**src/rtl/hss_pkg.sv**
```systemverilog
// shared types, constants and sha-256 helper functions
`default_nettype none
package hss_pkg;

	localparam int KeyWords = 8;
	localparam logic [7:0] IpadByte = 8'h36;
	localparam logic [7:0] OpadByte = 8'h5c;
	localparam int QueueDepth = 4;

	typedef struct packed {
		logic [7:0] data_byte;
		logic       last_byte;
		logic       no_data;
	} item_t;

	typedef struct packed {
		logic [63:0] digest_word;
		logic        last_word;
	} result_t;

	localparam logic [31:0] IV [8] = '{
		32'h6a09e667, 32'hbb67ae85, 32'h3c6ef372, 32'ha54ff53a,
		32'h510e527f, 32'h9b05688c, 32'h1f83d9ab, 32'h5be0cd19
	};

	localparam logic [31:0] K [64] = '{
		32'h428a2f98, 32'h71374491, 32'hb5c0fbcf, 32'he9b5dba5,
		32'h3956c25b, 32'h59f111f1, 32'h923f82a4, 32'hab1c5ed5,
		32'hd807aa98, 32'h12835b01, 32'h243185be, 32'h550c7dc3,
		32'h72be5d74, 32'h80deb1fe, 32'h9bdc06a7, 32'hc19bf174,
		32'he49b69c1, 32'hefbe4786, 32'h0fc19dc6, 32'h240ca1cc,
		32'h2de92c6f, 32'h4a7484aa, 32'h5cb0a9dc, 32'h76f988da,
		32'h983e5152, 32'ha831c66d, 32'hb00327c8, 32'hbf597fc7,
		32'hc6e00bf3, 32'hd5a79147, 32'h06ca6351, 32'h14292967,
		32'h27b70a85, 32'h2e1b2138, 32'h4d2c6dfc, 32'h53380d13,
		32'h650a7354, 32'h766a0abb, 32'h81c2c92e, 32'h92722c85,
		32'ha2bfe8a1, 32'ha81a664b, 32'hc24b8b70, 32'hc76c51a3,
		32'hd192e819, 32'hd6990624, 32'hf40e3585, 32'h106aa070,
		32'h19a4c116, 32'h1e376c08, 32'h2748774c, 32'h34b0bcb5,
		32'h391c0cb3, 32'h4ed8aa4a, 32'h5b9cca4f, 32'h682e6ff3,
		32'h748f82ee, 32'h78a5636f, 32'h84c87814, 32'h8cc70208,
		32'h90befffa, 32'ha4506ceb, 32'hbef9a3f7, 32'hc67178f2
	};

	function automatic logic [31:0] rotr(input logic [31:0] x, input int n);
		return (x >> n) | (x << (32 - n));
	endfunction

	function automatic logic [31:0] big_s0(input logic [31:0] x);
		return rotr(x, 2) ^ rotr(x, 13) ^ rotr(x, 22);
	endfunction

	function automatic logic [31:0] big_s1(input logic [31:0] x);
		return rotr(x, 6) ^ rotr(x, 11) ^ rotr(x, 25);
	endfunction

	function automatic logic [31:0] small_s0(input logic [31:0] x);
		return rotr(x, 7) ^ rotr(x, 18) ^ (x >> 3);
	endfunction

	function automatic logic [31:0] small_s1(input logic [31:0] x);
		return rotr(x, 17) ^ rotr(x, 19) ^ (x >> 10);
	endfunction

endpackage
`default_nettype wire

```
**src/rtl/hss_front.sv**
```systemverilog
// input side: accepts items, drops empty non-final ones, queues the rest
`default_nettype none
module hss_front (
	input  wire logic          clk,
	input  wire logic          arst_n,
	input  wire logic          push,
	output logic               full,
	input  wire logic [7:0]    data_byte,
	input  wire logic          last_byte,
	input  wire logic          no_data,
	output logic               item_valid,
	output hss_pkg::item_t     item,
	input  wire logic          item_pop
);

	hss_pkg::item_t mem_q [hss_pkg::QueueDepth];
	logic [1:0] wp_q;
	logic [1:0] rp_q;
	logic [2:0] cnt_q;
	logic       keep;
	logic       wr;
	logic       rd;

	assign full = (cnt_q == 3'(hss_pkg::QueueDepth));
	assign keep = !(no_data && !last_byte);
	assign wr = push && !full && keep;
	assign rd = item_pop && (cnt_q != 3'd0);
	assign item_valid = (cnt_q != 3'd0);
	assign item = mem_q[rp_q];

	always_ff @(posedge clk) begin
		if (wr) begin
			mem_q[wp_q] <= '{data_byte: data_byte, last_byte: last_byte, no_data: no_data};
		end
	end

	always_ff @(posedge clk or negedge arst_n) begin
		if (!arst_n) begin
			wp_q <= '0;
			rp_q <= '0;
			cnt_q <= '0;
		end else begin
			if (wr) wp_q <= wp_q + 2'd1;
			if (rd) rp_q <= rp_q + 2'd1;
			if (wr && !rd) cnt_q <= cnt_q + 3'd1;
			else if (rd && !wr) cnt_q <= cnt_q - 3'd1;
		end
	end

endmodule
`default_nettype wire

```
**config.mk**
```make
export PLATFORM = sky130hd
export DESIGN_NAME = hss_front
export DESIGN_NICKNAME = d
export VERILOG_FILES = /design/src/rtl/hss_pkg.sv /design/src/rtl/hss_front.sv
export SDC_FILE = /design/constraint.sdc
export NUM_CORES = 1
export LEC_CHECK = 0
export BUFFER_PORTS_ARGS = -buffer_cell sky130_fd_sc_hd__buf_2
export CAP_MARGIN = 20
export CORE_ASPECT_RATIO = 0.7
export CORE_UTILIZATION = 50
export CTS_CLUSTER_DIAMETER = 30
export DETAILED_ROUTE_END_ITERATION = 8
export PLACE_DENSITY_LB_ADDON = 0.25
export SLEW_MARGIN = 10
export SYNTH_ARGS = -nofsm -noshare
export SYNTH_HDL_FRONTEND = slang
export SYNTH_SLANG_ARGS = --single-unit
export TNS_END_PERCENT = 30
```
**constraint.sdc**
```tcl
create_clock -name clk -period 2 [get_ports clk]
set_input_delay 0.4 -clock clk [delete_from_list [all_inputs] [get_ports clk]]
set_output_delay 0.4 -clock clk [all_outputs]
set_load 0.03 [all_outputs]
```
### After elaboration in Yosys (flattened, before gate mapping)

Memories as Yosys holds them, arrays and structs flattened.
Index checks and enable logic that the tools add are counted.
Widths: inputs -> output; s select.

| cells by class | value |
|---|---|
| add/sub/neg operators | 4 |
| equality and inequality tests | 1 |
| mux-type cells | 4 |
| reductions and logical operators | 13 |

Operator list:

| kind | count |
|---|---|
| $logic_and 1x1->1 | 6 |
| $mux 3 | 2 |
| $logic_not 1->1 | 5 |
| $add 2x1->2 const B | 2 |
| $add 3x1->3 const B | 1 |
| $eq 3x3->1 const B | 1 |
| $reduce_bool 3->1 | 1 |
| $sub 3x1->3 const B | 1 |
| $mux 1 | 2 |
| $reduce_bool 2->1 | 1 |

| storage, ports and cells | value |
|---|---|
| bits in registers | 7 |
| memory bits (writable) | 40 |
| input port bits | 14 |
| output and inout bits | 12 |
| word-level logic and storage cells | 26 |
| memories | 1 |

Memories:

| name | words | bits a word | rd ports | clocked after memory_dff | wr ports | RTL line | text |
|---|---|---|---|---|---|---|---|
| mem_q | 4 | 10 | 1 | 0 | 1 | hss_front.sv:16 | `hss_pkg::item_t mem_q [hss_pkg::QueueDepth];` |

### Longest topological paths before layout

Gate-level depths: netlist of the first run.

| logic depth | value |
|---|---|
| word-level depth | 8 |
| gate-level depth with buffers | 8 |

### Worst setup path after synthesis of the first run

OpenSTA, ideal clock, no wires.

| path | value |
|---|---|
| path kind | reg2reg |
| start point | reg cnt_q[1] |
| end point | reg cnt_q[2] |
| arrival | 2.099 ns |
| data required time | 1.921 ns |
| slack | -0.178 ns |
| stages on the path, launching flop included | 9 |
| period minus slack after synthesis | 2.178 ns |
| cell sequence | dfrtp_1 -> or3_1 -> nand2_1 -> ha_1 -> inv_1 -> fa_1 -> xor2_1 -> nor2_1 -> xor2_1 |

| between the ends | value |
|---|---|
| elaborated cells between the ends (all ways) | 15 |

RTL lines:

| what | RTL line | text |
|---|---|---|
| from (decl) | hss_front.sv:19 | `logic [2:0] cnt_q;` |
| from (signal assigned) | hss_front.sv:45 | `if (wr && !rd) cnt_q <= cnt_q + 3'd1;` |
| from (signal assigned) | hss_front.sv:46 | `else if (rd && !wr) cnt_q <= cnt_q - 3'd1;` |
| $reduce_bool 3->1 (*) | n/a |  |
| via item_valid | hss_front.sv:11 | `output logic item_valid,` |
| $logic_and 1x1->1 (*) | hss_front.sv:27 | `assign rd = item_pop && (cnt_q != 3'd0);` |
| $logic_not 1->1 | hss_front.sv:45 |  |
| $logic_and 1x1->1 | hss_front.sv:45 |  |
| $mux 3 or $reduce_bool 2->1 (tied branches) | n/a |  |

The timed path passes the listed nets; every way through them passes the cells marked *. The select of a mux whose other input is x is not followed.
A chain may end at the register's enable or synchronous reset.

### Final worst setup path of the first run

| path | value |
|---|---|
| start point | reg cnt_q[1] |
| end point | reg cnt_q[1] |

| between the ends | value |
|---|---|
| word-level cells in the longest chain between the ends | 7 |
| elaborated cells between the ends (all ways) | 15 |

RTL lines:

| what | RTL line | text |
|---|---|---|
| $eq 3x3->1 (*) | hss_front.sv:24 | `assign full = (cnt_q == 3'(hss_pkg::QueueDepth));` |
| $logic_not 1->1 (*) | hss_front.sv:26 | `assign wr = push && !full && keep;` |
| $logic_and 1x1->1 (*) (2 in a row) | hss_front.sv:26 |  |
| via wr | hss_front.sv:21 | `logic wr;` |
| $logic_not 1->1 | hss_front.sv:46 |  |
| $logic_and 1x1->1 | hss_front.sv:46 |  |
| $reduce_bool 2->1 (no source line) | n/a |  |

Marked as above.

==> results_dict.tcl, run 1 <==
set metrics [dict create \
    antenna_found_initial 0 \
    cts_buffers 5 \
    peakVddDrop_v 0.000652 \
    synth_top_family_by_area "multiplexers" \
    clockBufferDepth 2 \
    swShare_pct 34.3 \
    slew-limit-headroom_pct 81.7 \
    dieArea_sq_um 4000 \
    holdCritPathClass "primary input to flip-flop" \
    synthToLayoutAreaGrowth_pct 22.9 \
    gr-usage-all-layers_pct 17.6 \
    seq_area_frac_synth_pct 73.4 \
    synthDistinctLibCells 19 \
    fin_crit_ps 1950 \
    wl_per_cell_microns 16.3 \
    slew_violations 0 \
    drtAntennaViolNets 0 \
    skew_ps 6.50 \
    clock-root-buffer "clkbuf_8" \
    outcome "complete, no violations" \
    io_buffers 25 \
    p_sw_uw 1150 \
    grt.overflow.total 0 \
    place_congestion 0.651 \
    yosys_warnings 0 \
    antenna_cells 0 \
    grt_max_degree 14 \
    yosys.area_share.xor_xnor_pct 2.80 \
    route.detailed.drc 0 \
    hpwl_microns 2140 \
    crit_buf_inv 2 \
    crit_path_frequent_cell "nor3b_4" \
    path_cells "buf_4 -> nor3b_4 -> nor3b_4 -> ha_4 -> inv_2 -> fa_2 -> mux2_2" \
    power_leakage_uw 0.000863 \
    layout-drive-gt1-share_pct 50.0 \
    final_common_cell "edfxtp_1" \
    tightest_slew_ps 274 \
    drtIter0Drc 62 \
    power_frac_comb_pct 42.3 \
    drv_cap 0 \
    cp_max_fo 4 \
    crit_arrival_ps 2120 \
    clkTransAtPathRegs_ps 80 \
    die_h_microns 53.2 \
    synthMuxAreaShare_pct 13.4 \
    setup_violations 0 \
    drtPass1Iterations 4 \
    crit_family "adder cells" \
    hold_ws_ps 327 \
    p_int_uw 2200 \
    clock_sinks 47 \
    syn_avg_cell_area_sq_um 21.5 \
    max_stage_delay_ps 430 \
    cp-start-kind "flip-flop" \
    fin_nets 155 \
    max_freq_ghz 0.513 \
    wl_met3_microns 98 \
    pwr-share-clk_pct 15.4 \
    hold_viol_final 0 \
    row_count 18 \
    routed.top_layer "met4" \
    synthSimpleGateAreaFrac_pct 4.67 \
    worst_slack_ps 49.8 \
    power.density_nw_per_um2 1450 \
    drt_wl_total_microns 3030 \
    met1_length_microns 1330 \
    slowest_stage "dfrtp_1" \
    core-area_sq_um 3560 \
    h-tree-depth 2 \
    p_seq_share_pct 42.3 \
    synth_compound_area_share_pct 0 \
    synthCells 87 \
    pin_count 26 \
    synth.cell_area_sq_um 1870 \
    wl_met2_microns 1540 \
    ys_ff_latch 47 \
    min_period_over_period_pct 97.5 \
    die_w_microns 75.2 \
    rsz0062_at_grt "yes" \
    synth_fa_ha_area_share_pct 4.41 \
    final_cell_mix "40 x edfxtp_1, 24 x buf_2, 17 x buf_4" \
    vias 916 \
    via_per_inst 4.92 \
    grt_pass1_wl_microns 4560 \
    cp-end-kind "flip-flop" \
    cp.required_ps 2170 \
    fill_cells 264 \
    start_util_pct 52.7 \
    path_class "flip-flop to flip-flop" \
    tritoncts "yes" \
    dp_worst_setup_slack_ps -51.3 \
    grt_pass1_vias 981 \
    synth.net_count 107 \
    clock_latency_ps 290 \
]
[flip-flops by register name, summed over array words and instances, names as in the netlist]
signal  flops
mem_q      40
cnt_q       3
rp_q        2
wp_q        2
[kinds of logic after synthesis]
| group | Yosys count |
|---|---|
| DFF | 47 |
| xor gates and xnor gates | 6 |
| and+or+nand+nor | 11 |
| muxes | 12 |
| buffers and inverters | 5 |
| adders and majority gates | 6 |
[final timing paths]
check                                     start               endpoint  slack (ps)  cells past startpoint
max                        cnt_q[1]$_DFFE_PN0P_   cnt_q[1]$_DFFE_PN0P_          50                      7
min                                data_byte[1]  mem_q[1][3]$_DFFE_PP_         330                      1
max reg2reg                cnt_q[1]$_DFFE_PN0P_   cnt_q[1]$_DFFE_PN0P_          50                      7
min reg2reg                 wp_q[1]$_DFFE_PN0P_    wp_q[1]$_DFFE_PN0P_         600                      1
max in group asynchronous                arst_n   cnt_q[0]$_DFFE_PN0P_        1350                      2
min in group asynchronous                arst_n    rp_q[0]$_DFFE_PN0P_         470                      2
[synthesized netlist by cell type, drive strengths merged]
cell type  count  area share, %
and2           4            1.3
buf            2           0.67
dfrtp          7            9.3
edfxtp        40             64
fa             1            1.1
ha             5            3.3
inv            3           0.60
mux2           2            1.4
mux4          10             12
nand2          1           0.20
nand3          1           0.27
nor2           1           0.20
nor2b          1           0.33
nor3b          2            2.0
or3            1           0.33
xnor2          4            1.9
xor2           2           0.93
[per-layer routing]
layer | global-route usage [%] | up-vias
met5 | 0 | -
met4 | 8.64 | 0
met3 | 5.71 | 7
met2 | 30.3 | 19
met1 | 20.1 | 459
li1 | - | 431
[power by group through the flow]
stage	Sequential, uW	Clock [uW]	Combinational [uW]
after floorplan	1390	0	962
after global placement	1420	0	1280
after detailed placement	1440	0	1320
after CTS	1420	529	1350
after global routing	1440	567	1520
final	1410	516	1410
[stage by stage]
stage / power, uW / setup TNS [ps] / instances / instance area, sq um / utilization, %
floorplan: 2350 / 0 / 87 / 1900 / -
global placement: 2700 / 0 / 171 / 2160 / 60.7
detailed placement: 2760 / -51.3 / 171 / 2160 / 60.7
CTS: 3290 / 0 / 181 / 2260 / 63.5
global route: 3520 / -11.9 / 186 / 2300 / 64.7
finish: 3340 / 0 / 186 / 2300 / 64.7
[repair_timing]
| action | CTS | global route |
|---|---|---|
| setup buffers | 1 | 5 |
| hold buffers | 1 | 0 |
| endpoints found under the hold margin | 7 | 0 |
| pin swaps | 1 | 5 |
| resized for setup | 1 | 5 |
| setup endpoints to repair | 2 | 4 |
[final cells by class]
cell class              instances  area, sq um  share of cell area, %
well taps                      50         62.6                   2.72
repair buffers                 43          269                   11.7
clock inverters                 2         7.51                  0.326
inverters                       3         11.3                  0.489
multi-input cells              35          502                   21.8
clock buffers                   6         72.6                   3.15
flip-flops and latches         47         1380                   59.9
No activity file was read; power rests on OpenSTA's default activity.
==> run 2: changes to the inputs <==
- CELL_PAD_IN_SITES_DETAIL_PLACEMENT: unset -> 1
- CELL_PAD_IN_SITES_GLOBAL_PLACEMENT: unset -> 1
- CORE_UTILIZATION: 50 -> 43
==> run 2 against run 1 <==
Utilization fell by 7.1 points. Maximum frequency fell by 1.2%. Flip-flop and latch count did not move. Cell count rose by 2.7%. Combinational power rose by 6%. Worst hold slack got worse by 4.2 ps. Clock skew rose by 1.4 ps. Critical path type unchanged. Largest cell class unchanged.
==> results_dict.tcl, run 2 (synthesis gave the netlist of run 1 again) <==
set metrics [dict create \
    antenna_found_initial 0 \
    power.density_nw_per_um2 1460 \
    clock_sinks 47 \
    clock-root-buffer "clkbuf_8" \
    final_common_cell "edfxtp_1" \
    slew_violations 0 \
    drt_wl_total_microns 3620 \
    fin_nets 158 \
    row_count 19 \
    synthToLayoutAreaGrowth_pct 24.4 \
    cp-start-kind "flip-flop" \
    clockBufferDepth 2 \
    final_cell_mix "40 x edfxtp_1, 25 x buf_2, 18 x buf_4" \
    grt_pass1_vias 1063 \
    layout-drive-gt1-share_pct 51.8 \
    route.detailed.drc 0 \
    crit_arrival_ps 2150 \
    drtIter0Drc 41 \
    start_util_pct 46.4 \
    io_buffers 25 \
    rsz0062_at_grt "yes" \
    grt_max_degree 15 \
    h-tree-depth 2 \
    wl_per_cell_microns 19.0 \
    peakVddDrop_v 0.000703 \
    cp-end-kind "flip-flop" \
    cp.required_ps 2170 \
    tritoncts "yes" \
    tightest_slew_ps 242 \
    fin_util_pct 57.7 \
    slew-limit-headroom_pct 83.8 \
    antenna_cells 0 \
    grt_pass1_wl_microns 5550 \
    drv_cap 0 \
    die_w_microns 80.9 \
    pin_count 26 \
    hold_viol_final 0 \
    largest_register_ffs 40 \
    power_uw 3410 \
    regMostFlops "mem_q" \
    drtAntennaViolNets 0 \
    clock_latency_ps 290 \
    drtPass1Iterations 6 \
    die_h_microns 57.2 \
    biggestRegsByFlops "mem_q: 40 flops, cnt_q: 3 flops" \
    setup_violations 0 \
    via_per_inst 4.95 \
    path_class "flip-flop to flip-flop" \
    skew_ps 7.88 \
    holdCritPathClass "primary input to flip-flop" \
    vias 946 \
    core-area_sq_um 4040 \
    dieArea_sq_um 4630 \
    outcome "complete, no violations" \
    max_freq_ghz 0.507 \
    grt.overflow.total 0 \
    power_leakage_uw 0.000882 \
    min_period_over_period_pct 98.7 \
    place_congestion 0.752 \
    hpwl_microns 2700 \
    cts_buffers 5 \
    fin_crit_ps 1970 \
    hold_ws_ps 322 \
    cp_max_fo 4 \
    gr-usage-all-layers_pct 17.8 \
    clkTransAtPathRegs_ps 80 \
]
-- run 2: changes by cell type in the layout (fill, tap and decap cells not counted), sizes merged --
cell and change:
buf +3
-- run 2: power breakdown --
| group | internal, uW | switching [uW] |
|---|---|---|
| Combinational | 683 | 814 |
| Clock | 241 | 291 |
| Sequential | 1280 | 99.1 |
| Total | 2210 | 1200 |
-- run 2: through the flow --
stage / worst slack [ps] / cells / area [sq um] / TNS (ps)
final: 26.1 / 191 / 2330 / 0
after floorplan: 3.30 / 87 / 1900 / 0
after CTS: 10.1 / 187 / 2290 / 0
after global placement: 66.9 / 178 / 2200 / 0
after detailed placement: 0.789 / 178 / 2200 / 0
after global routing: -43.3 / 191 / 2330 / -195
-- run 2: final timing paths --
kind                                       from               endpoint  slack (ps)  depth (start not counted)
min in group asynchronous                arst_n   cnt_q[2]$_DFFE_PN0P_         480                          2
setup / recovery           cnt_q[1]$_DFFE_PN0P_   cnt_q[1]$_DFFE_PN0P_          30                          7
hold reg to reg             wp_q[1]$_DFFE_PN0P_    wp_q[1]$_DFFE_PN0P_         610                          1
hold / removal                     data_byte[6]  mem_q[1][8]$_DFFE_PP_         320                          1
setup reg to reg           cnt_q[1]$_DFFE_PN0P_   cnt_q[1]$_DFFE_PN0P_          30                          7
max in group asynchronous                arst_n   cnt_q[1]$_DFFE_PN0P_        1330                          2
-- run 2: metal layers --
layer | part of all wire [%] | track usage (%) | wire [microns]
met3 | 3.1 | 4.80 | 114
met2 | 53 | 30.6 | 1930
met4 | 0.99 | 6.12 | 36
met5 | 0 | 0 | 0
met1 | 43 | 21.7 | 1540
-- run 2: cell type report --
class                      count  area, sq um
fill                         371         1710
sequential                    47         1380
multi-input combinational     35          502
timing repair buffer          46          293
clock buffer                   6         72.6
tap                           52         65.1
inverter                       3         11.3
clock inverter                 2         8.76
-- run 2: repair_timing --
action	CTS	global route
hold buffers	1	0
pin swaps	1	6
endpoints found under the setup margin	2	8
hold endpoints to repair	7	0
resized for setup	1	4
buffers inserted	0	4
-- run 2: worst max-delay path: stages, from the launching register on --
cell and delay [ps]:
dfrtp_2 440, buf_6 130, nor3b_4 260, nor3b_4 90, ha_4 170, inv_2 50
fa_2 410, mux2_2 290
